==> src/hhm_pkg.sv <==
// Shared types, constants and the control store for the heading-hold wheel speed block.
package hhm_pkg;

    typedef struct packed {
        logic               action;
        logic signed [15:0] vel_x;
        logic signed [15:0] vel_y;
        logic signed [15:0] turn_rate_cmd;
        logic signed [15:0] yaw_angle;
    } t_in_item;

    typedef struct packed {
        logic signed [15:0] wheel_front_left;
        logic signed [15:0] wheel_rear_right;
        logic signed [15:0] wheel_rear_left;
        logic signed [15:0] wheel_front_right;
        logic signed [15:0] turn_rate_used;
    } t_out_item;

    typedef struct packed {
        logic [15:0]        prop_gain;
        logic [15:0]        integ_gain;
        logic [15:0]        deriv_gain;
        logic signed [15:0] yaw_offset;
        logic [15:0]        half_span;
        logic [15:0]        rpm_scale;
    } t_cfg;

    localparam logic [2:0] REG_PROP_GAIN  = 3'd0;
    localparam logic [2:0] REG_INTEG_GAIN = 3'd1;
    localparam logic [2:0] REG_DERIV_GAIN = 3'd2;
    localparam logic [2:0] REG_YAW_OFFSET = 3'd3;
    localparam logic [2:0] REG_HALF_SPAN  = 3'd4;
    localparam logic [2:0] REG_RPM_SCALE  = 3'd5;

    localparam logic [15:0] YAW_OFFSET_RST = 16'd3686;
    localparam logic [15:0] HALF_SPAN_RST  = 16'd26214;
    localparam logic [15:0] RPM_SCALE_RST  = 16'd32666;

    localparam int ERR_DEAD    = 123;
    localparam int PI_Q12      = 12868;
    localparam int TWO_PI_Q12  = 25736;
    localparam int S16_MAX     = 32767;
    localparam int S16_MIN     = -32768;

    localparam logic signed [63:0] W_DEAD_N = 64'sd104857600;
    localparam logic signed [63:0] W_BIG_N  = 64'sd10485760000;
    localparam logic signed [15:0] W_MAX    = 16'sd10240;
    localparam logic [44:0]        DIV_RECIP = 45'd2147484;
    localparam logic signed [23:0] K_1000   = 24'sd1000;
    localparam logic signed [68:0] RND_POS  = 69'sd8589934592;
    localparam logic signed [68:0] RND_NEG  = 69'sd8589934591;

    localparam logic [1:0] WC_DEAD = 2'd0;
    localparam logic [1:0] WC_BIG  = 2'd1;
    localparam logic [1:0] WC_DIV  = 2'd2;

    localparam logic [2:0] A_E     = 3'd0;
    localparam logic [2:0] A_PROD  = 3'd1;
    localparam logic [2:0] A_INTEG = 3'd2;
    localparam logic [2:0] A_DE    = 3'd3;
    localparam logic [2:0] A_RECIP = 3'd4;
    localparam logic [2:0] A_W     = 3'd5;
    localparam logic [2:0] A_V     = 3'd6;

    localparam logic [2:0] B_1000  = 3'd0;
    localparam logic [2:0] B_P     = 3'd1;
    localparam logic [2:0] B_KI    = 3'd2;
    localparam logic [2:0] B_D     = 3'd3;
    localparam logic [2:0] B_MAG   = 3'd4;
    localparam logic [2:0] B_HSPAN = 3'd5;
    localparam logic [2:0] B_RPM   = 3'd6;

    localparam logic [1:0] ACC_NONE = 2'd0;
    localparam logic [1:0] ACC_CLR  = 2'd1;
    localparam logic [1:0] ACC_ADD  = 2'd2;
    localparam logic [1:0] ACC_ABS  = 2'd3;

    localparam logic [2:0] MISC_NONE  = 3'd0;
    localparam logic [2:0] MISC_ERR   = 3'd1;
    localparam logic [2:0] MISC_INTEG = 3'd2;
    localparam logic [2:0] MISC_CLASS = 3'd3;
    localparam logic [2:0] MISC_WDIV  = 3'd4;
    localparam logic [2:0] MISC_ROT   = 3'd5;

    localparam logic [2:0] V_NONE  = 3'd0;
    localparam logic [2:0] V_SUM_M = 3'd1;
    localparam logic [2:0] V_DIF_M = 3'd2;
    localparam logic [2:0] V_SUM_P = 3'd3;
    localparam logic [2:0] V_DIF_P = 3'd4;

    localparam logic [1:0] BR_NONE = 2'd0;
    localparam logic [1:0] BR_VEL  = 2'd1;
    localparam logic [1:0] BR_DONE = 2'd2;

    localparam logic [1:0] WHL_FL = 2'd0;
    localparam logic [1:0] WHL_RR = 2'd1;
    localparam logic [1:0] WHL_RL = 2'd2;
    localparam logic [1:0] WHL_FR = 2'd3;

    localparam logic [4:0] STEP_ROT = 5'd11;

    typedef struct packed {
        logic [2:0] a_sel;
        logic [2:0] b_sel;
        logic       mul_en;
        logic [1:0] acc_op;
        logic [2:0] misc;
        logic [2:0] v_sel;
        logic       wheel_en;
        logic [1:0] wheel_idx;
        logic [1:0] br;
        logic [4:0] target;
    } t_uop;

    localparam t_uop UOP_NOP = '0;

    function automatic t_uop uop_rom(input logic [4:0] step);
        t_uop u;
        u = UOP_NOP;
        case (step)
            5'd0: begin
                u.misc = MISC_ERR;
                u.br = BR_VEL;
                u.target = STEP_ROT;
            end
            5'd1: begin
                u.misc = MISC_INTEG;
                u.mul_en = 1'b1; u.a_sel = A_E; u.b_sel = B_1000;
            end
            5'd2: begin
                u.mul_en = 1'b1; u.a_sel = A_PROD; u.b_sel = B_P;
                u.acc_op = ACC_CLR;
            end
            5'd3: begin
                u.mul_en = 1'b1; u.a_sel = A_INTEG; u.b_sel = B_KI;
                u.acc_op = ACC_ADD;
            end
            5'd4: begin
                u.mul_en = 1'b1; u.a_sel = A_DE; u.b_sel = B_1000;
                u.acc_op = ACC_ADD;
            end
            5'd5: begin
                u.mul_en = 1'b1; u.a_sel = A_PROD; u.b_sel = B_D;
            end
            5'd6: begin
                u.mul_en = 1'b1; u.a_sel = A_PROD; u.b_sel = B_1000;
            end
            5'd7: u.acc_op = ACC_ADD;
            5'd8: u.acc_op = ACC_ABS;
            5'd9: begin
                u.misc = MISC_CLASS;
                u.mul_en = 1'b1; u.a_sel = A_RECIP; u.b_sel = B_MAG;
            end
            5'd10: u.misc = MISC_WDIV;
            5'd11: begin
                u.mul_en = 1'b1; u.a_sel = A_W; u.b_sel = B_HSPAN;
            end
            5'd12: u.misc = MISC_ROT;
            5'd13: u.v_sel = V_SUM_M;
            5'd14: begin
                u.mul_en = 1'b1; u.a_sel = A_V; u.b_sel = B_RPM;
                u.v_sel = V_DIF_M;
            end
            5'd15: begin
                u.mul_en = 1'b1; u.a_sel = A_V; u.b_sel = B_RPM;
                u.v_sel = V_SUM_P;
                u.wheel_en = 1'b1; u.wheel_idx = WHL_FL;
            end
            5'd16: begin
                u.mul_en = 1'b1; u.a_sel = A_V; u.b_sel = B_RPM;
                u.v_sel = V_DIF_P;
                u.wheel_en = 1'b1; u.wheel_idx = WHL_RR;
            end
            5'd17: begin
                u.mul_en = 1'b1; u.a_sel = A_V; u.b_sel = B_RPM;
                u.wheel_en = 1'b1; u.wheel_idx = WHL_RL;
            end
            5'd18: begin
                u.wheel_en = 1'b1; u.wheel_idx = WHL_FR;
            end
            default: u.br = BR_DONE;
        endcase
        return u;
    endfunction

endpackage

==> src/hhm_seq.sv <==
// Microcode sequencer: step counter, control store read-out and branch logic.
module hhm_seq import hhm_pkg::*; (
    input  logic i_clk,
    input  logic i_rst_n,
    input  logic i_start,
    input  logic i_vel_mode,
    input  logic i_out_free,
    output logic o_busy,
    output logic o_done,
    output t_uop o_uop
);

    logic       r_busy;
    logic       n_busy;
    logic [4:0] r_step;
    logic [4:0] n_step;
    t_uop       rom_uop;

    always_comb begin
        rom_uop = uop_rom(r_step);
        o_uop   = r_busy ? rom_uop : UOP_NOP;
        o_done  = r_busy && (rom_uop.br == BR_DONE) && i_out_free;
        n_busy  = r_busy;
        n_step  = r_step;
        if (i_start) begin
            n_busy = 1'b1;
            n_step = '0;
        end else if (r_busy) begin
            unique case (rom_uop.br)
                BR_DONE: begin
                    if (i_out_free) begin
                        n_busy = 1'b0;
                    end
                end
                BR_VEL:  n_step = i_vel_mode ? rom_uop.target : r_step + 5'd1;
                default: n_step = r_step + 5'd1;
            endcase
        end
    end

    always_ff @(posedge i_clk) begin
        if (!i_rst_n) begin
            r_busy <= 1'b0;
            r_step <= '0;
        end else begin
            r_busy <= n_busy;
            r_step <= n_step;
        end
    end

    assign o_busy = r_busy;

endmodule

==> config.mk <==
export PLATFORM = sky130hd
export DESIGN_NAME = hhm_seq
export DESIGN_NICKNAME = d
export VERILOG_FILES = /design/src/hhm_pkg.sv /design/src/hhm_seq.sv
export SDC_FILE = /design/constraint.sdc
export NUM_CORES = 1
export LEC_CHECK = 0
export BUFFER_PORTS_ARGS = -buffer_cell sky130_fd_sc_hd__buf_2
export CAP_MARGIN = 10
export CORE_ASPECT_RATIO = 0.6
export CORE_MARGIN = 10
export CORE_UTILIZATION = 30
export CTS_CLUSTER_DIAMETER = 60
export CTS_CLUSTER_SIZE = 24
export DETAILED_ROUTE_END_ITERATION = 8
export GPL_TIMING_DRIVEN = 0
export PLACE_DENSITY = 0.6
export SLEW_MARGIN = 30
export SYNTH_ARGS = -nofsm -noshare
export SYNTH_HDL_FRONTEND = slang
export SYNTH_SLANG_ARGS = --single-unit
==> constraint.sdc <==
create_clock -name i_clk -period 3 [get_ports i_clk]
set_input_delay 0.45 -clock i_clk [delete_from_list [all_inputs] [get_ports i_clk]]
set_output_delay 0.45 -clock i_clk [all_outputs]
set_load 0.005 [all_outputs]
==> reports/qor.csv <==
metric,value,unit
Setup CP Type,reg -> out,
post_cts resized,0,
setup_tns,0,ns
global-route wire length before repair,5130,um
crit path time final,2.87,ns
drt initial violations,134,
non-filler instance count after layout,207,
total grt overflow,0,
FILL cells,322,
Inserted Diodes,0,
die area,5710,um2
Die Span X,91.1,um
clock skew,0.00106,ns
Syn Area/Cell,6.89,um2
Remaining DRCs,0,
RSZ-0062 raised after global routing,no,
final worst-path cycle share,95.8,%
htree depth,1,
Main synth FF type,dfxtp_1,
IO Pins,32,
Post-CTS Setup Bufs,0,
PortBufs,29,
final worst-path setup slack,0.125,ns
TritonCTS clock tree,built,
layout cell share with drive strength beyond 1,30.9,%
latest clock arrival within the worst-skew pair,0.22,ns
clk slew on worst S/H paths,0.04,ns
WL per Instance,14.6,um
DR vias,1112,
DP Cell Count,204,
initial antenna violation count,0,
CP max FO,10,
Die Y,62.7,um
Max Cap Violations,0,
root buffer cell,clkbuf_8,
Post-synth ARST share,0,%
Syn Inst Count,132,
Hold Buf Count CTS,0,
final design utilization,40.3,%
count of cell types in the netlist,44,
Core Area,2890,um2
Routed WL,3020,um
Synthesis Warnings,0,
Starting Density,31.5,%
Setup-failing EPs final,0,
count of flip-flops with a built-in enable after synthesis,0,
vias in the first global route,1107,
Antenna Nets Post-Route,0,
final hold violations,0,
# clock sinks,6,
Post-Layout Inst Area,1160,um2
num rows,15,
Layout area overhead,27.9,%
clock buffer depth,2,
Syn Std Cell Area,910,um2
HPWL Detailed,2400,um
sequential fraction of the synthesis area,13.2,%
Pre-antenna DRT Iters,5,
Nets,177,
RePlAce Congestion,0.896,
worst ir drop on vdd,157,uV
Slew Limit Fails,0,
status,"complete, no violations",
gr usage total,10.4,%
Max Clock Freq,348,MHz
type of origin of the critical path,flop,
class of the worst hold path,in -> reg,
DR vias/cell,5.37,
"Req. time, crit path",2.55,ns
Critical Path Sink Type,output port,
placed inst area,1110,um2
largest net degree at the start of global routing,11,
"worst slack, placed",0.379,ns
Worst EP arrival,2.42,ns
Leak,0.556,nW
Num CTS Buffers,3,
cell area power density,254,nW/um2
"FF+latch count, synth",6,
==> worst paths after layout <==
kind / from / to / slack, ns / cells after the start
max: r_step[2] / o_done / 0.13 / 9
min: i_out_free / o_busy / 0.43 / 2
max reg2reg: r_step[2] / r_step[3] / 0.64 / 8
min reg2reg: r_step[0] / r_step[0] / 0.53 / 2
==> state kept, by name, summed over array words and instances (netlist names) <==
name	cells
o_busy	1
r_step	5
==> Yosys cell counts (all sizes together) (2+ instances only) <==
library cell / count / area, um2
nand2: 14 / 52.6
nor2: 14 / 55.1
buf: 11 / 75.1
a21oi: 9 / 45.0
inv: 9 / 33.8
o21ai: 9 / 48.8
dfxtp: 6 / 120
a211oi: 5 / 37.5
ha: 5 / 62.6
and2: 4 / 25.0
and3: 4 / 25.0
o21a: 4 / 31.3
a221oi: 3 / 32.5
clkbuf: 3 / 11.3
mux2i: 3 / 30.0
nand2b: 3 / 18.8
a21o: 2 / 16.3
a311oi: 2 / 23.8
nand3: 2 / 10.0
nor2b: 2 / 12.5
o22ai: 2 / 12.5
==> through the flow <==
| stage | total power (W) | hold WS [ns] |
|---|---|---|
| 2_1_floorplan | 0.000146 | 0.484 |
| 3_3_place_gp | 0.000171 | 0.502 |
| 3_5_place_dp | 0.000174 | 0.525 |
| 4_1_cts | 0.000297 | 0.428 |
| 5_1_grt | 0.000312 | 0.425 |
| 6_report | 0.000295 | 0.430 |
==> final cells by class <==
type                            count  area, um2  area share (%)
Clock buffer                        3       41.3            3.55
Timing Repair Buffer               29        145            12.5
Sequential cell                     6        120            10.3
Inverter                            9       33.8            2.90
Tap cell                           42       52.6            4.52
Buffer                             14       86.3            7.42
Multi-Input combinational cell    104        684            58.8
==> cells by family after synthesis <==
family	after synthesis	share of synthesized area (%)
AND/OR/NAND/NOR	50	27.6
adder cells (fa/ha/maj)	5	6.88
multiplexers	4	4.54
flip-flops	6	13.2
AO/OA/AOI/OAI	43	34.1
buffers and inverters	23	13.2
other	1	0.412
==> cells in the final DEF, fill, tap and decap left out, drive strengths merged, types with 5 or more instances in the layout <==
master,count
a211oi,5
a21oi,9
buf,40
clkbuf,6
dfxtp,6
ha,5
inv,9
nand2,14
nor2,14
o21ai,9
==> power by group <==
| group | switching [W] | internal [W] |
|---|---|---|
| clock network | 0.0000349 | 0.0000862 |
| logic | 0.0000501 | 0.0000363 |
| registers | 0.00000478 | 0.0000831 |
| total | 0.0000898 | 0.000206 |
==> critical path: stages, from the launching register on <==
cell and delay (ns):
dfxtp_1 0.34, buf_4 0.18, clkbuf_1 0.24, and3_1 0.22
ha_1 0.23, a311oi_4 0.31, o21a_2 0.28, and3_1 0.19
and2_1 0.12, buf_2 0.10
==> per-layer routing <==
layer  global-route usage [%]  vias to the layer above  routed length (um)  part of all wire (%)
met5                        0                        -                   0                     0
met1                     12.0                      529                1310                    43
li1                         -                      529                   -                     -
met2                     17.5                       48                1420                    47
met3                     3.96                        6                 262                   8.7
met4                     2.92                        0                  20                  0.66
(Power assumes the default switching activity.)
