**src/hhm_pkg.sv**
```systemverilog
// Shared types, constants and the control store for the heading-hold wheel speed block.
package hhm_pkg;

    typedef struct packed {
        logic               action;
        logic signed [15:0] vel_x;
        logic signed [15:0] vel_y;
        logic signed [15:0] turn_rate_cmd;
        logic signed [15:0] yaw_angle;
    } t_in_item;

    typedef struct packed {
        logic signed [15:0] wheel_front_left;
        logic signed [15:0] wheel_rear_right;
        logic signed [15:0] wheel_rear_left;
        logic signed [15:0] wheel_front_right;
        logic signed [15:0] turn_rate_used;
    } t_out_item;

    typedef struct packed {
        logic [15:0]        prop_gain;
        logic [15:0]        integ_gain;
        logic [15:0]        deriv_gain;
        logic signed [15:0] yaw_offset;
        logic [15:0]        half_span;
        logic [15:0]        rpm_scale;
    } t_cfg;

    localparam logic [2:0] REG_PROP_GAIN  = 3'd0;
    localparam logic [2:0] REG_INTEG_GAIN = 3'd1;
    localparam logic [2:0] REG_DERIV_GAIN = 3'd2;
    localparam logic [2:0] REG_YAW_OFFSET = 3'd3;
    localparam logic [2:0] REG_HALF_SPAN  = 3'd4;
    localparam logic [2:0] REG_RPM_SCALE  = 3'd5;

    localparam logic [15:0] YAW_OFFSET_RST = 16'd3686;
    localparam logic [15:0] HALF_SPAN_RST  = 16'd26214;
    localparam logic [15:0] RPM_SCALE_RST  = 16'd32666;

    localparam int ERR_DEAD    = 123;
    localparam int PI_Q12      = 12868;
    localparam int TWO_PI_Q12  = 25736;
    localparam int S16_MAX     = 32767;
    localparam int S16_MIN     = -32768;

    localparam logic signed [63:0] W_DEAD_N = 64'sd104857600;
    localparam logic signed [63:0] W_BIG_N  = 64'sd10485760000;
    localparam logic signed [15:0] W_MAX    = 16'sd10240;
    localparam logic [44:0]        DIV_RECIP = 45'd2147484;
    localparam logic signed [23:0] K_1000   = 24'sd1000;
    localparam logic signed [68:0] RND_POS  = 69'sd8589934592;
    localparam logic signed [68:0] RND_NEG  = 69'sd8589934591;

    localparam logic [1:0] WC_DEAD = 2'd0;
    localparam logic [1:0] WC_BIG  = 2'd1;
    localparam logic [1:0] WC_DIV  = 2'd2;

    localparam logic [2:0] A_E     = 3'd0;
    localparam logic [2:0] A_PROD  = 3'd1;
    localparam logic [2:0] A_INTEG = 3'd2;
    localparam logic [2:0] A_DE    = 3'd3;
    localparam logic [2:0] A_RECIP = 3'd4;
    localparam logic [2:0] A_W     = 3'd5;
    localparam logic [2:0] A_V     = 3'd6;

    localparam logic [2:0] B_1000  = 3'd0;
    localparam logic [2:0] B_P     = 3'd1;
    localparam logic [2:0] B_KI    = 3'd2;
    localparam logic [2:0] B_D     = 3'd3;
    localparam logic [2:0] B_MAG   = 3'd4;
    localparam logic [2:0] B_HSPAN = 3'd5;
    localparam logic [2:0] B_RPM   = 3'd6;

    localparam logic [1:0] ACC_NONE = 2'd0;
    localparam logic [1:0] ACC_CLR  = 2'd1;
    localparam logic [1:0] ACC_ADD  = 2'd2;
    localparam logic [1:0] ACC_ABS  = 2'd3;

    localparam logic [2:0] MISC_NONE  = 3'd0;
    localparam logic [2:0] MISC_ERR   = 3'd1;
    localparam logic [2:0] MISC_INTEG = 3'd2;
    localparam logic [2:0] MISC_CLASS = 3'd3;
    localparam logic [2:0] MISC_WDIV  = 3'd4;
    localparam logic [2:0] MISC_ROT   = 3'd5;

    localparam logic [2:0] V_NONE  = 3'd0;
    localparam logic [2:0] V_SUM_M = 3'd1;
    localparam logic [2:0] V_DIF_M = 3'd2;
    localparam logic [2:0] V_SUM_P = 3'd3;
    localparam logic [2:0] V_DIF_P = 3'd4;

    localparam logic [1:0] BR_NONE = 2'd0;
    localparam logic [1:0] BR_VEL  = 2'd1;
    localparam logic [1:0] BR_DONE = 2'd2;

    localparam logic [1:0] WHL_FL = 2'd0;
    localparam logic [1:0] WHL_RR = 2'd1;
    localparam logic [1:0] WHL_RL = 2'd2;
    localparam logic [1:0] WHL_FR = 2'd3;

    localparam logic [4:0] STEP_ROT = 5'd11;

    typedef struct packed {
        logic [2:0] a_sel;
        logic [2:0] b_sel;
        logic       mul_en;
        logic [1:0] acc_op;
        logic [2:0] misc;
        logic [2:0] v_sel;
        logic       wheel_en;
        logic [1:0] wheel_idx;
        logic [1:0] br;
        logic [4:0] target;
    } t_uop;

    localparam t_uop UOP_NOP = '0;

    function automatic t_uop uop_rom(input logic [4:0] step);
        t_uop u;
        u = UOP_NOP;
        case (step)
            5'd0: begin
                u.misc = MISC_ERR;
                u.br = BR_VEL;
                u.target = STEP_ROT;
            end
            5'd1: begin
                u.misc = MISC_INTEG;
                u.mul_en = 1'b1; u.a_sel = A_E; u.b_sel = B_1000;
            end
            5'd2: begin
                u.mul_en = 1'b1; u.a_sel = A_PROD; u.b_sel = B_P;
                u.acc_op = ACC_CLR;
            end
            5'd3: begin
                u.mul_en = 1'b1; u.a_sel = A_INTEG; u.b_sel = B_KI;
                u.acc_op = ACC_ADD;
            end
            5'd4: begin
                u.mul_en = 1'b1; u.a_sel = A_DE; u.b_sel = B_1000;
                u.acc_op = ACC_ADD;
            end
            5'd5: begin
                u.mul_en = 1'b1; u.a_sel = A_PROD; u.b_sel = B_D;
            end
            5'd6: begin
                u.mul_en = 1'b1; u.a_sel = A_PROD; u.b_sel = B_1000;
            end
            5'd7: u.acc_op = ACC_ADD;
            5'd8: u.acc_op = ACC_ABS;
            5'd9: begin
                u.misc = MISC_CLASS;
                u.mul_en = 1'b1; u.a_sel = A_RECIP; u.b_sel = B_MAG;
            end
            5'd10: u.misc = MISC_WDIV;
            5'd11: begin
                u.mul_en = 1'b1; u.a_sel = A_W; u.b_sel = B_HSPAN;
            end
            5'd12: u.misc = MISC_ROT;
            5'd13: u.v_sel = V_SUM_M;
            5'd14: begin
                u.mul_en = 1'b1; u.a_sel = A_V; u.b_sel = B_RPM;
                u.v_sel = V_DIF_M;
            end
            5'd15: begin
                u.mul_en = 1'b1; u.a_sel = A_V; u.b_sel = B_RPM;
                u.v_sel = V_SUM_P;
                u.wheel_en = 1'b1; u.wheel_idx = WHL_FL;
            end
            5'd16: begin
                u.mul_en = 1'b1; u.a_sel = A_V; u.b_sel = B_RPM;
                u.v_sel = V_DIF_P;
                u.wheel_en = 1'b1; u.wheel_idx = WHL_RR;
            end
            5'd17: begin
                u.mul_en = 1'b1; u.a_sel = A_V; u.b_sel = B_RPM;
                u.wheel_en = 1'b1; u.wheel_idx = WHL_RL;
            end
            5'd18: begin
                u.wheel_en = 1'b1; u.wheel_idx = WHL_FR;
            end
            default: u.br = BR_DONE;
        endcase
        return u;
    endfunction

endpackage

```
**src/hhm_cfg.sv**
```systemverilog
// Configuration register bank with its APB-style access port.
module hhm_cfg import hhm_pkg::*; (
    input  logic        i_clk,
    input  logic        i_rst_n,
    input  logic        psel,
    input  logic        penable,
    input  logic        pwrite,
    input  logic [4:0]  paddr,
    input  logic [31:0] pwdata,
    output logic [31:0] prdata,
    output logic        pready,
    output t_cfg        o_cfg
);

    t_cfg r_cfg;
    logic wr_en;

    assign pready = 1'b1;
    assign wr_en  = psel && penable && pwrite;
    assign o_cfg  = r_cfg;

    always_ff @(posedge i_clk) begin
        if (!i_rst_n) begin
            r_cfg.prop_gain  <= '0;
            r_cfg.integ_gain <= '0;
            r_cfg.deriv_gain <= '0;
            r_cfg.yaw_offset <= YAW_OFFSET_RST;
            r_cfg.half_span  <= HALF_SPAN_RST;
            r_cfg.rpm_scale  <= RPM_SCALE_RST;
        end else if (wr_en) begin
            unique case (paddr[4:2])
                REG_PROP_GAIN:  r_cfg.prop_gain  <= pwdata[15:0];
                REG_INTEG_GAIN: r_cfg.integ_gain <= pwdata[15:0];
                REG_DERIV_GAIN: r_cfg.deriv_gain <= pwdata[15:0];
                REG_YAW_OFFSET: r_cfg.yaw_offset <= pwdata[15:0];
                REG_HALF_SPAN:  r_cfg.half_span  <= pwdata[15:0];
                REG_RPM_SCALE:  r_cfg.rpm_scale  <= pwdata[15:0];
                default: ;
            endcase
        end
    end

    always_comb begin
        unique case (paddr[4:2])
            REG_PROP_GAIN:  prdata = 32'(r_cfg.prop_gain);
            REG_INTEG_GAIN: prdata = 32'(r_cfg.integ_gain);
            REG_DERIV_GAIN: prdata = 32'(r_cfg.deriv_gain);
            REG_YAW_OFFSET: prdata = 32'(r_cfg.yaw_offset);
            REG_HALF_SPAN:  prdata = 32'(r_cfg.half_span);
            REG_RPM_SCALE:  prdata = 32'(r_cfg.rpm_scale);
            default:        prdata = '0;
        endcase
    end

endmodule

```
**config.mk**
```make
export PLATFORM = sky130hd
export DESIGN_NAME = hhm_cfg
export DESIGN_NICKNAME = d
export VERILOG_FILES = /design/src/hhm_pkg.sv /design/src/hhm_cfg.sv
export SDC_FILE = /design/constraint.sdc
export NUM_CORES = 1
export LEC_CHECK = 0
export BUFFER_PORTS_ARGS = -buffer_cell sky130_fd_sc_hd__clkbuf_2
export CELL_PAD_IN_SITES_DETAIL_PLACEMENT = 0
export CELL_PAD_IN_SITES_GLOBAL_PLACEMENT = 1
export CORE_MARGIN = 3
export CORE_UTILIZATION = 35
export CTS_CLUSTER_DIAMETER = 200
export CTS_CLUSTER_SIZE = 28
export DETAILED_ROUTE_END_ITERATION = 16
export PLACE_DENSITY_LB_ADDON = 0.12
export SYNTH_ARGS = -nofsm -noshare
export SYNTH_HDL_FRONTEND = slang
export SYNTH_SLANG_ARGS = --single-unit
export TNS_END_PERCENT = 20
```
**constraint.sdc**
```tcl
create_clock -name i_clk -period 2.3 [get_ports i_clk]
set_input_delay 0.115 -clock i_clk [delete_from_list [all_inputs] [get_ports i_clk]]
set_output_delay 0.115 -clock i_clk [all_outputs]
set_load 0.02 [all_outputs]
```
==> results, run 1 <==
- The synthesis-stage register bit count is 96.
- Once detail routing completed, the nets flagged for antenna violations numbered 0.
- In the final layout, the share of cells above drive strength 1 is 36.56%.
- The congestion estimate from routability-driven global placement came to 0.7982.
- The area of the core is 12310 um2.
- The type of origin of the critical path is an input pin.
- The root buffer cell is sky130_fd_sc_hd__clkbuf_16.
- The first TritonRoute pass finished after 4 iterations.
- The count of final max-slew check failures is 0.
- The synthesized area is 4528 um2.
- The clock-pin slew on the worst setup and hold paths is 0.07 ns.
- Excluding fillers, the count of instances in the completed layout stands at 767.
- The number of nets handed over by synthesis was 510.
- The number of buffers inserted during clock tree synthesis is 9.
- The minimum setup slack in the final design is 0.4320 ns.
- The first-pass GRT wire length is 22.48 mm.
- The clock passes through at most 2 buffers.
- The worst pin sits at a relative slew slack of 34.40%.
- Timing would allow up to 535.3 MHz.
- In this run, the number of DRC markers left after iteration 0 of detailed routing was 303.
- The delay contributed by the slowest stage of the critical path is 0.82 ns.
- Of all nets on the critical path, the largest fanout is 9.
- The number of hold violations in the final report was 0.
- The overall via count from detail_route is 3925.
- The antenna cell count is 0.
- Entering global routing, the biggest net connects 90 pins.
- The most frequently used flop master after synthesis is sky130_fd_sc_hd__dfxtp_1.
- The cell with the most instances on the worst path is sky130_fd_sc_hd__clkbuf_2.
- Of the total power, the share spent switching nets is 24.34%.
- Synthesis produced 468 cells.
- Once detailed placement completed, the half-perimeter wirelength came to 10.23 mm.
- At the worst endpoint, the required time is 2.18 ns.
- TritonCTS built the clock tree.
- Gates resized during post-CTS repair numbered 0.
- The worst slack at placement is 0.4659 ns.
- The number of global-route vias before repair was 3893.
- Setup repair after global routing left no endpoint under its margin.
- The mean instance size in the synthesized netlist is 9.675 um2.
- The internal power of the cells totals 2772 uW.
- At the worst endpoint, the arrival time is 1.75 ns.
- During synthesis, Yosys emitted a total of 0 warnings.
- The full die area is 14340 um2.
- Detailed routing placed a total of 961 um of wire on met3.
- The total negative slack for setup checks is 0 ns.
- The smallest clock period supported by the final layout is computed as 1.868 ns.
- The largest individual stage delay along the critical path comes from the cell sky130_fd_sc_hd__nor2b_1.
- The buffers plus inverters on the worst setup path is 2.
- The number of rows in the core area is 40.
- The detailed router put a total of 6.533 mm of wire on met1.
- The sequential-to-total area share from yosys stat is 42.44%.
- The area growth from synthesis to layout is 24.84%.
- At the pin with the least slew margin, the transition time is 0.9820 ns.
- The die height is 119.7 um.
- The worst min-delay path category is in2reg.
- The leftover overflow at the end of global routing is 0.
- The final core area utilization is 45.91%.
- The ratio of total power to cell area is 648.0 nW/um2.
- The routed wire length is 14.55 mm.
- For this design the top-level I/O count stands at 171.
- The largest voltage drop on the vdd net is 0.5302 mV.
- Once the clock tree was built, the setup fixing pass inserted 0 buffers.
- The count of flip-flops with a built-in enable after synthesis is 0.
- In this run the power spent charging and discharging nets is 891.7 uW.
- By area the synthesized netlist is led by sky130_fd_sc_hd__dfxtp_1 (42%), sky130_fd_sc_hd__mux2i_1 (16%), sky130_fd_sc_hd__nand2_1 (7.2%).
- The cell type with the highest aggregate area in the netlist is sky130_fd_sc_hd__dfxtp_1.
- The post-route DRC violation count is 0.
- Clock skew on the completed layout was measured at 0 ns.
- The via-per-instance ratio is 5.117.
- The final critical path takes up 81.22% of the cycle.
- The signal on the critical path passes through clkbuf_2 > nor2b_1 > a32o_1 > a221o_1 > clkbuf_2.
- The number of antenna violations at the first check in global routing is 0.
- The register-to-register path setup slack is 1.59 ns.
- The run finished with clean final reports.
- The worst setup path is captured at an output port.
- The number of distinct standard cells referenced by the synthesized netlist is 35.
- The number of buffer cells added on primary ports is 151.
- Summed over all nets, wire length on met2 after detailed routing comes to 6.882 mm.
- The analysis attributes to cell leakage a power of 0.002563 uW.
- The sink count of the clock tree is 96.
- The largest delay contributor family on the critical path is simple AND/OR/NAND/NOR gates.
- In this run, placement finished with an instance count of 751.
- The sequential share of power is 46.1%.
- The part of the total power dissipated in combinational logic is 9.4%.
- The number of nets in the layout is 636.
- The overall global routing resource usage is 20.40%.
- After clock tree synthesis, the flow added hold-fix buffers numbering 0.
- The share of synthesized registers carrying an async set or reset is 0%.
- After synthesis, the largest area contributor takes up 42.44% of total cell area.
- The effective utilization at floorplan is 36.78%.
- Clock latency on the worst-skew pair, taken at its later pin, is 0.35 ns.
- The final setup violation count is 0.
- The uppermost signal routing layer after detailed routing is met4.
- In this run the horizontal extent of the chip is 119.7 um.
- Of the total power, the clock network draws 44.5%.
- The level count of the clock H-tree is 3.
- The detail-routed net length per standard cell is 18.98 um.
- The max-capacitance violation count is 0.
- The register with the most flip-flops in the layout has 96 of them.
- The critical path start-end classification is in2out.
[per-stage QoR]
stage | hold slack (ns) | power [uW] | area, um2
final | 0.04616 | 3663 | 5653
after global placement | 0.4102 | 2069 | 5330
after floorplan | 0.2847 | 1940 | 4528
after global routing | 0.05141 | 3800 | 5653
after CTS | 0.03938 | 3710 | 5653
after detailed placement | 0.4148 | 2071 | 5330
[routing by layer]
| layer | global-route usage [%] | vias to the layer above |
|---|---|---|
| met2 | 32.73 | 147 |
| met4 | 5.297 | 0 |
| met1 | 26.98 | 1873 |
| met5 | 0 | - |
| met3 | 5.891 | 13 |
| li1 | - | 1892 |
[cells in the mapped netlist, types with 4 or more instances]
cell                       number
sky130_fd_sc_hd__dfxtp_1       96
sky130_fd_sc_hd__nand2_1       87
sky130_fd_sc_hd__mux2i_1       73
sky130_fd_sc_hd__mux2_2        28
sky130_fd_sc_hd__o21ai_0       27
sky130_fd_sc_hd__clkbuf_1      20
sky130_fd_sc_hd__o211ai_1      19
sky130_fd_sc_hd__buf_4         17
sky130_fd_sc_hd__inv_1         15
sky130_fd_sc_hd__a22oi_1       14
sky130_fd_sc_hd__buf_2          9
sky130_fd_sc_hd__buf_6          7
sky130_fd_sc_hd__o311ai_0       7
sky130_fd_sc_hd__a221o_1        5
sky130_fd_sc_hd__nor2b_1        5
sky130_fd_sc_hd__a32o_1         4
sky130_fd_sc_hd__o22ai_1        4
[cells in the final DEF (no fill, tap or decap), types with 2 or more instances in the layout]
cell type / count
sky130_fd_sc_hd__clkbuf_2: 150
sky130_fd_sc_hd__dfxtp_1: 96
sky130_fd_sc_hd__nand2_1: 87
sky130_fd_sc_hd__mux2i_1: 73
sky130_fd_sc_hd__mux2_2: 28
sky130_fd_sc_hd__o21ai_0: 27
sky130_fd_sc_hd__o211ai_1: 19
sky130_fd_sc_hd__buf_4: 18
sky130_fd_sc_hd__inv_1: 15
sky130_fd_sc_hd__a22oi_1: 14
sky130_fd_sc_hd__clkbuf_16: 9
sky130_fd_sc_hd__o311ai_0: 7
sky130_fd_sc_hd__nor2b_1: 5
sky130_fd_sc_hd__a221o_1: 5
sky130_fd_sc_hd__o22ai_1: 4
sky130_fd_sc_hd__a32o_1: 4
sky130_fd_sc_hd__a32oi_1: 3
sky130_fd_sc_hd__a221oi_1: 3
sky130_fd_sc_hd__a21oi_1: 3
sky130_fd_sc_hd__o21ai_1: 3
sky130_fd_sc_hd__nand2b_1: 2
sky130_fd_sc_hd__nor2_1: 2
sky130_fd_sc_hd__nor2_4: 2
sky130_fd_sc_hd__or2_1: 2
sky130_fd_sc_hd__clkinvlp_4: 2
sky130_fd_sc_hd__bufinv_16: 2
sky130_fd_sc_hd__buf_12: 2
[power groups by stage]
stage / logic [uW] / registers [uW] / clock network (uW)
2_1_floorplan: 198 / 1740 / 0
3_3_place_gp: 342 / 1730 / 0
3_5_place_dp: 344 / 1730 / 0
4_1_cts: 345 / 1690 / 1680
5_1_grt: 371 / 1690 / 1740
6_report: 343 / 1690 / 1630
[area by class of cell]
| class | count | area [um2] |
|---|---|---|
| fillers | 1227 | 6659 |
| multi-input cells | 302 | 2216 |
| flip-flops and latches | 96 | 1922 |
| repair buffers | 170 | 925.9 |
| clock buffers | 11 | 242.7 |
| well taps | 168 | 210.2 |
| clock inverters | 5 | 80.08 |
| inverters | 15 | 56.30 |
[worst register-to-register path, delay by kind of cell, from the launching register on]
family	cells	cell delay, ns
compound gates	2	0.23
flops	1	0.33
[worst paths after layout]
kind / startpoint / endpoint / depth (start not counted)
max: paddr[2] / prdata[9] / 5
min: pwdata[3] / o_cfg[3]$_SDFFE_PN1P_ / 3
max reg2reg: o_cfg[38]$_SDFFE_PN1P_ / o_cfg[38]$_SDFFE_PN1P_ / 2
min reg2reg: o_cfg[76]$_SDFFE_PN0P_ / o_cfg[76]$_SDFFE_PN0P_ / 2
[cell families after synthesis]
family,Yosys count,share of synthesized area [%]
mux,102,23.60
buf+inv,70,8.621
simple gates,106,10.89
compound gates,93,14.37
flops,96,42.44
other cells,1,0.08282
Note: power is estimated with default switching activity, not from simulation.
==> inputs of run 2 (changes only) <==
- ABC_AREA: unset -> 1
- CORE_UTILIZATION: 35 -> 34
- clock period: 2.3 -> 1.9 ns (I/O delays scaled with it)
==> run 2 against run 1 <==
Cell area rose by 7.1%. Via count up 36%. Combinational power up 66%. Clock skew unchanged. Critical path type is now reg2out. Non-clock buffer count rose by 9. Synthesized area up 10%. Register-to-register slack got worse by 0.33 ns.
==> results, run 2 <==
- The number of detailed-route iterations in the first pass came to 5 (+1).
- The first-pass GRT wire length is 27.84 mm (+24%).
- The routed wire length is 18.77 mm (+29%).
- The number of antenna violations at the first check in global routing is 0 (unchanged).
- The part of the total power dissipated in combinational logic is 13.4% (+4.0 points).
- The internal power is 3062 uW (+10%).
- The post-route DRC violation count was 0 (unchanged).
- The share of synthesized registers carrying an async set or reset is 0% (unchanged).
- The largest voltage drop on the vdd net is 0.3981 mV (-25%).
- The full die area is 16180 um2 (+13%).
- In the layout the commonest cells are sky130_fd_sc_hd__nand2_1 (189), sky130_fd_sc_hd__nor2_1 (187), sky130_fd_sc_hd__clkbuf_2 (151).
- After layout, the minimum clock period comes to 1.632 ns.
- Of the available clock period, the critical path in the final layout requires 85.87%.
- The detail-routed net length per standard cell is 17.51 um (-7.7%).
- Ranked by total cell area, the synthesized netlist is headed by sky130_fd_sc_hd__dfxtp_1 (38%), sky130_fd_sc_hd__nand2_1 (14%), sky130_fd_sc_hd__nor2_1 (14%).
- The number of distinct standard cells referenced by the synthesized netlist is 22 (-37%).
- The adder and majority gate portion of the synthesized area came to 0% (unchanged).
- The post-synth net total was 812 (+59%).
- The post-route clock skew came to 0 ns (unchanged).
- The number of rows in the core area is 43 (+7.5%).
- The final setup violation count is 0 (unchanged).
- The leftover overflow at the end of global routing was 0 (unchanged).
- The placed instance count is 1052 (+40%).
- The register-to-register path setup slack is 1.26 ns (-0.33 ns).
- The mean instance size in the synthesized netlist is 6.487 um2 (-33%).
- The chip width is 127.2 um (+6.2%).
- The largest total area in the synthesized netlist belongs to sky130_fd_sc_hd__dfxtp_1.
- The number of buffers inserted by post-CTS setup repair is 0 (unchanged).
- The minimum setup slack in the final design is 0.2684 ns (-0.1636 ns).
- The worst slack at placement is 0.1823 ns (-0.2836 ns).
- The path class of the tightest hold or removal check is in2reg.
- The switching component of the power was 1186 uW (+33%).
- The max-capacitance violation count is 0 (unchanged).
- The critical path is of the reg2out type.
- The synthesized area is 4995 um2 (+10%).
- The required arrival time at the worst endpoint is 1.80 ns (-0.38 ns).
- The ratio of total power to cell area came to 701.4 nW/um2 (+8.2%).
- The number of filler cells placed in the layout is 1547 (+26%).
- The tree is rooted in a sky130_fd_sc_hd__clkbuf_16.
- The count of flip-flops with a built-in enable after synthesis came to 0 (unchanged).
- The number of hold violations in the final report is 0 (unchanged).
- The clock-pin slew on the worst setup and hold paths is 0.06 ns (about the same).
- In the synthesized netlist the dominant register cell turns out to be sky130_fd_sc_hd__dfxtp_1.
- The count of final max-slew check failures is 0 (unchanged).
- The antenna cell count was 0 (unchanged).
- The worst setup path is captured at an output port.
- The worst-path maximum fanout came to 16 (+7).
- The total negative slack for setup checks was 0 ns (unchanged).
- The number of buffer cells added on primary ports is 151 (unchanged).
- The overall global routing resource usage is 22.75% (+2.4 points).
- Setup repair after global routing left no endpoint under its margin.
- The synthesis-stage register bit count is 96 (unchanged).
- The maximum number of pins on one net before global-route repair is 53 (-41%).
- The sink count of the clock tree came to 96 (unchanged).
- The flow ran to the end, and the final reports show no timing, DRC or antenna violations.
- The slew at the pin closest to its max-slew limit came to 0.5492 ns (-0.4328 ns).
- The overall power consumption is 4248 uW (+16%).
- The arrival time of the worst setup path was 1.54 ns (-0.21 ns).
- Relative to the synthesized area, the layout overhead comes to 21.27%.
- The via-per-instance ratio is 4.990 (-2.5%).
- The effective utilization at floorplan is 35.30% (-1.5 points).
- The xor/xnor share of the synthesized area is 0% (unchanged).
- The sequential share of power came to 48.6% (+2.5 points).
- The clock network power share is 38.0% (-6.5 points).
- The largest buffer count on any clock path is 2 (unchanged).
- The post-DP HPWL is 13.70 mm (+34%).
- The post-placement cell area is 5744 um2 (+7.8%).
- The total of warnings raised by yosys was 0 (unchanged).
- For this run, the top clock speed supported by timing is 612.9 MHz.
- The total leakage power is 0.002927 uW (+14%).
- The net switching fraction of the power was 27.92% (+3.6 points).
- The portion of netlist area occupied by mux cells is 0% (-24 points).
- The share of the synthesized area in compound gates (AO/OA/AOI/OAI) came to 1.202% (-13 points).
- The residual antenna-violating net count after detailed routing was 0 (unchanged).
- The area share of the leading cell type in the synthesized netlist is 38.48% (-4.0 points).
- The type of origin of the critical path is a flip-flop.
- By area, the combinational part of the netlist is dominated by simple AND/OR/NAND/NOR gates.
- The most instantiated library cell after synthesis is sky130_fd_sc_hd__nand2_1.
- The TritonCTS clock tree is built.
- The sequential-to-total area share from yosys stat is 38.48% (-4.0 points).
- The share of final-layout standard cells stronger than drive strength 1 came to 23.43% (-13 points).
- The number of global-route vias before repair was 4823 (+24%).
- The normalized max-slew margin was 63.39% (+29 points).
- The detailed router's first-iteration violation count is 409 (+35%).
- The simple-gate area share of the yosys netlist is 48.35% (+37 points).
- The level count of the clock H-tree is 3 (unchanged).
- The cell count after synthesis came to 770 (+65%).
- The overall via count from detail_route is 5349 (+36%).
- The area of the core is 14150 um2 (+15%).
- The number of nets in the layout is 932 (+47%).
- The number of placed I/O pins is 171 (unchanged).
- The flip-flop count of the largest register, all copies and words added came to 96 (unchanged).
- The number of buffers inserted during clock tree synthesis was 9 (unchanged).
- The die height was 127.2 um (+6.2%).
- The global placement routability congestion was 0.8654 (+8.4%).
- Ranked by instance count, the synthesized netlist is headed by sky130_fd_sc_hd__nand2_1 (189), sky130_fd_sc_hd__nor2_1 (187), sky130_fd_sc_hd__nand3_1 (99).
- The post-route non-filler standard cell count is 1072 (+40%).
- Leaving out fill and tap cells, the most frequent cell in the layout is sky130_fd_sc_hd__nand2_1.
- The final cell area excluding filler cells is 6057 um2 (+7.1%).
- The clock insertion delay at the later pin of the skew report is 0.34 ns (about the same).
-- run 2: worst max-delay path: stages (launching register included) --
cell and delay, ns:
sky130_fd_sc_hd__dfxtp_1 0.38, sky130_fd_sc_hd__nand4_1 0.19, sky130_fd_sc_hd__inv_1 0.38, sky130_fd_sc_hd__clkbuf_2 0.25
-- run 2: cell families (layout without fill, tap and decap cells) --
logic type	Yosys count	count (layout)
other	1	1
buffers and inverters	118	240
and+or+nand+nor	543	543
AOI/OAI and AO/OA	12	12
DFF	96	96
-- run 2: path summary, 6_finish.rpt --
kind / cells after the start / start / end
max: 3 / o_cfg[47]$_SDFFE_PN0P_ / prdata[16]
min: 3 / pwdata[6] / o_cfg[22]$_SDFFE_PN1P_
max reg2reg: 2 / o_cfg[31]$_SDFFE_PN0P_ / o_cfg[31]$_SDFFE_PN0P_
min reg2reg: 2 / o_cfg[21]$_SDFFE_PN1P_ / o_cfg[21]$_SDFFE_PN1P_
-- run 2: layout make-up --
cell class | count | area, um2 | area share [%]
clock buffers | 11 | 232.7 | 3.842
clock inverters | 2 | 10.01 | 0.1653
inverters | 48 | 180.2 | 2.975
multi-input cells | 556 | 2479 | 40.92
flip-flops and latches | 96 | 1922 | 31.73
well taps | 180 | 225.2 | 3.718
repair buffers | 179 | 1008 | 16.65
-- run 2: stage by stage --
step	utilization (%)	hold slack, ns
after floorplan	-	0.2212
after global placement	40.60	0.3243
after detailed placement	40.60	0.3302
after CTS	42.81	0.001652
after global routing	42.81	0.02528
final	42.81	0.01639
-- run 2: power by group through the flow --
stage                     logic (uW)  registers (uW)  clock network, uW
after CTS                        570            2060               1650
after global placement           554            2110                  0
after detailed placement         558            2110                  0
final                            570            2060               1620
after global routing             619            2070               1720
after floorplan                  323            2130                  0
-- run 2: timing repair --
action,in CTS,in global routing
endpoints found under the hold margin,9,0
hold buffers,7,0
gates resized for setup,0,0
-- run 2: layer usage --
layer	wire (um)	up-vias	share of wire [%]	GRT usage [%]
met4	449	0	2.4	7.319
li1	-	2665	-	-
met5	0	-	0	0
met2	8661	213	46	36.86
met3	1190	24	6.3	4.891
met1	8469	2447	45	30.33
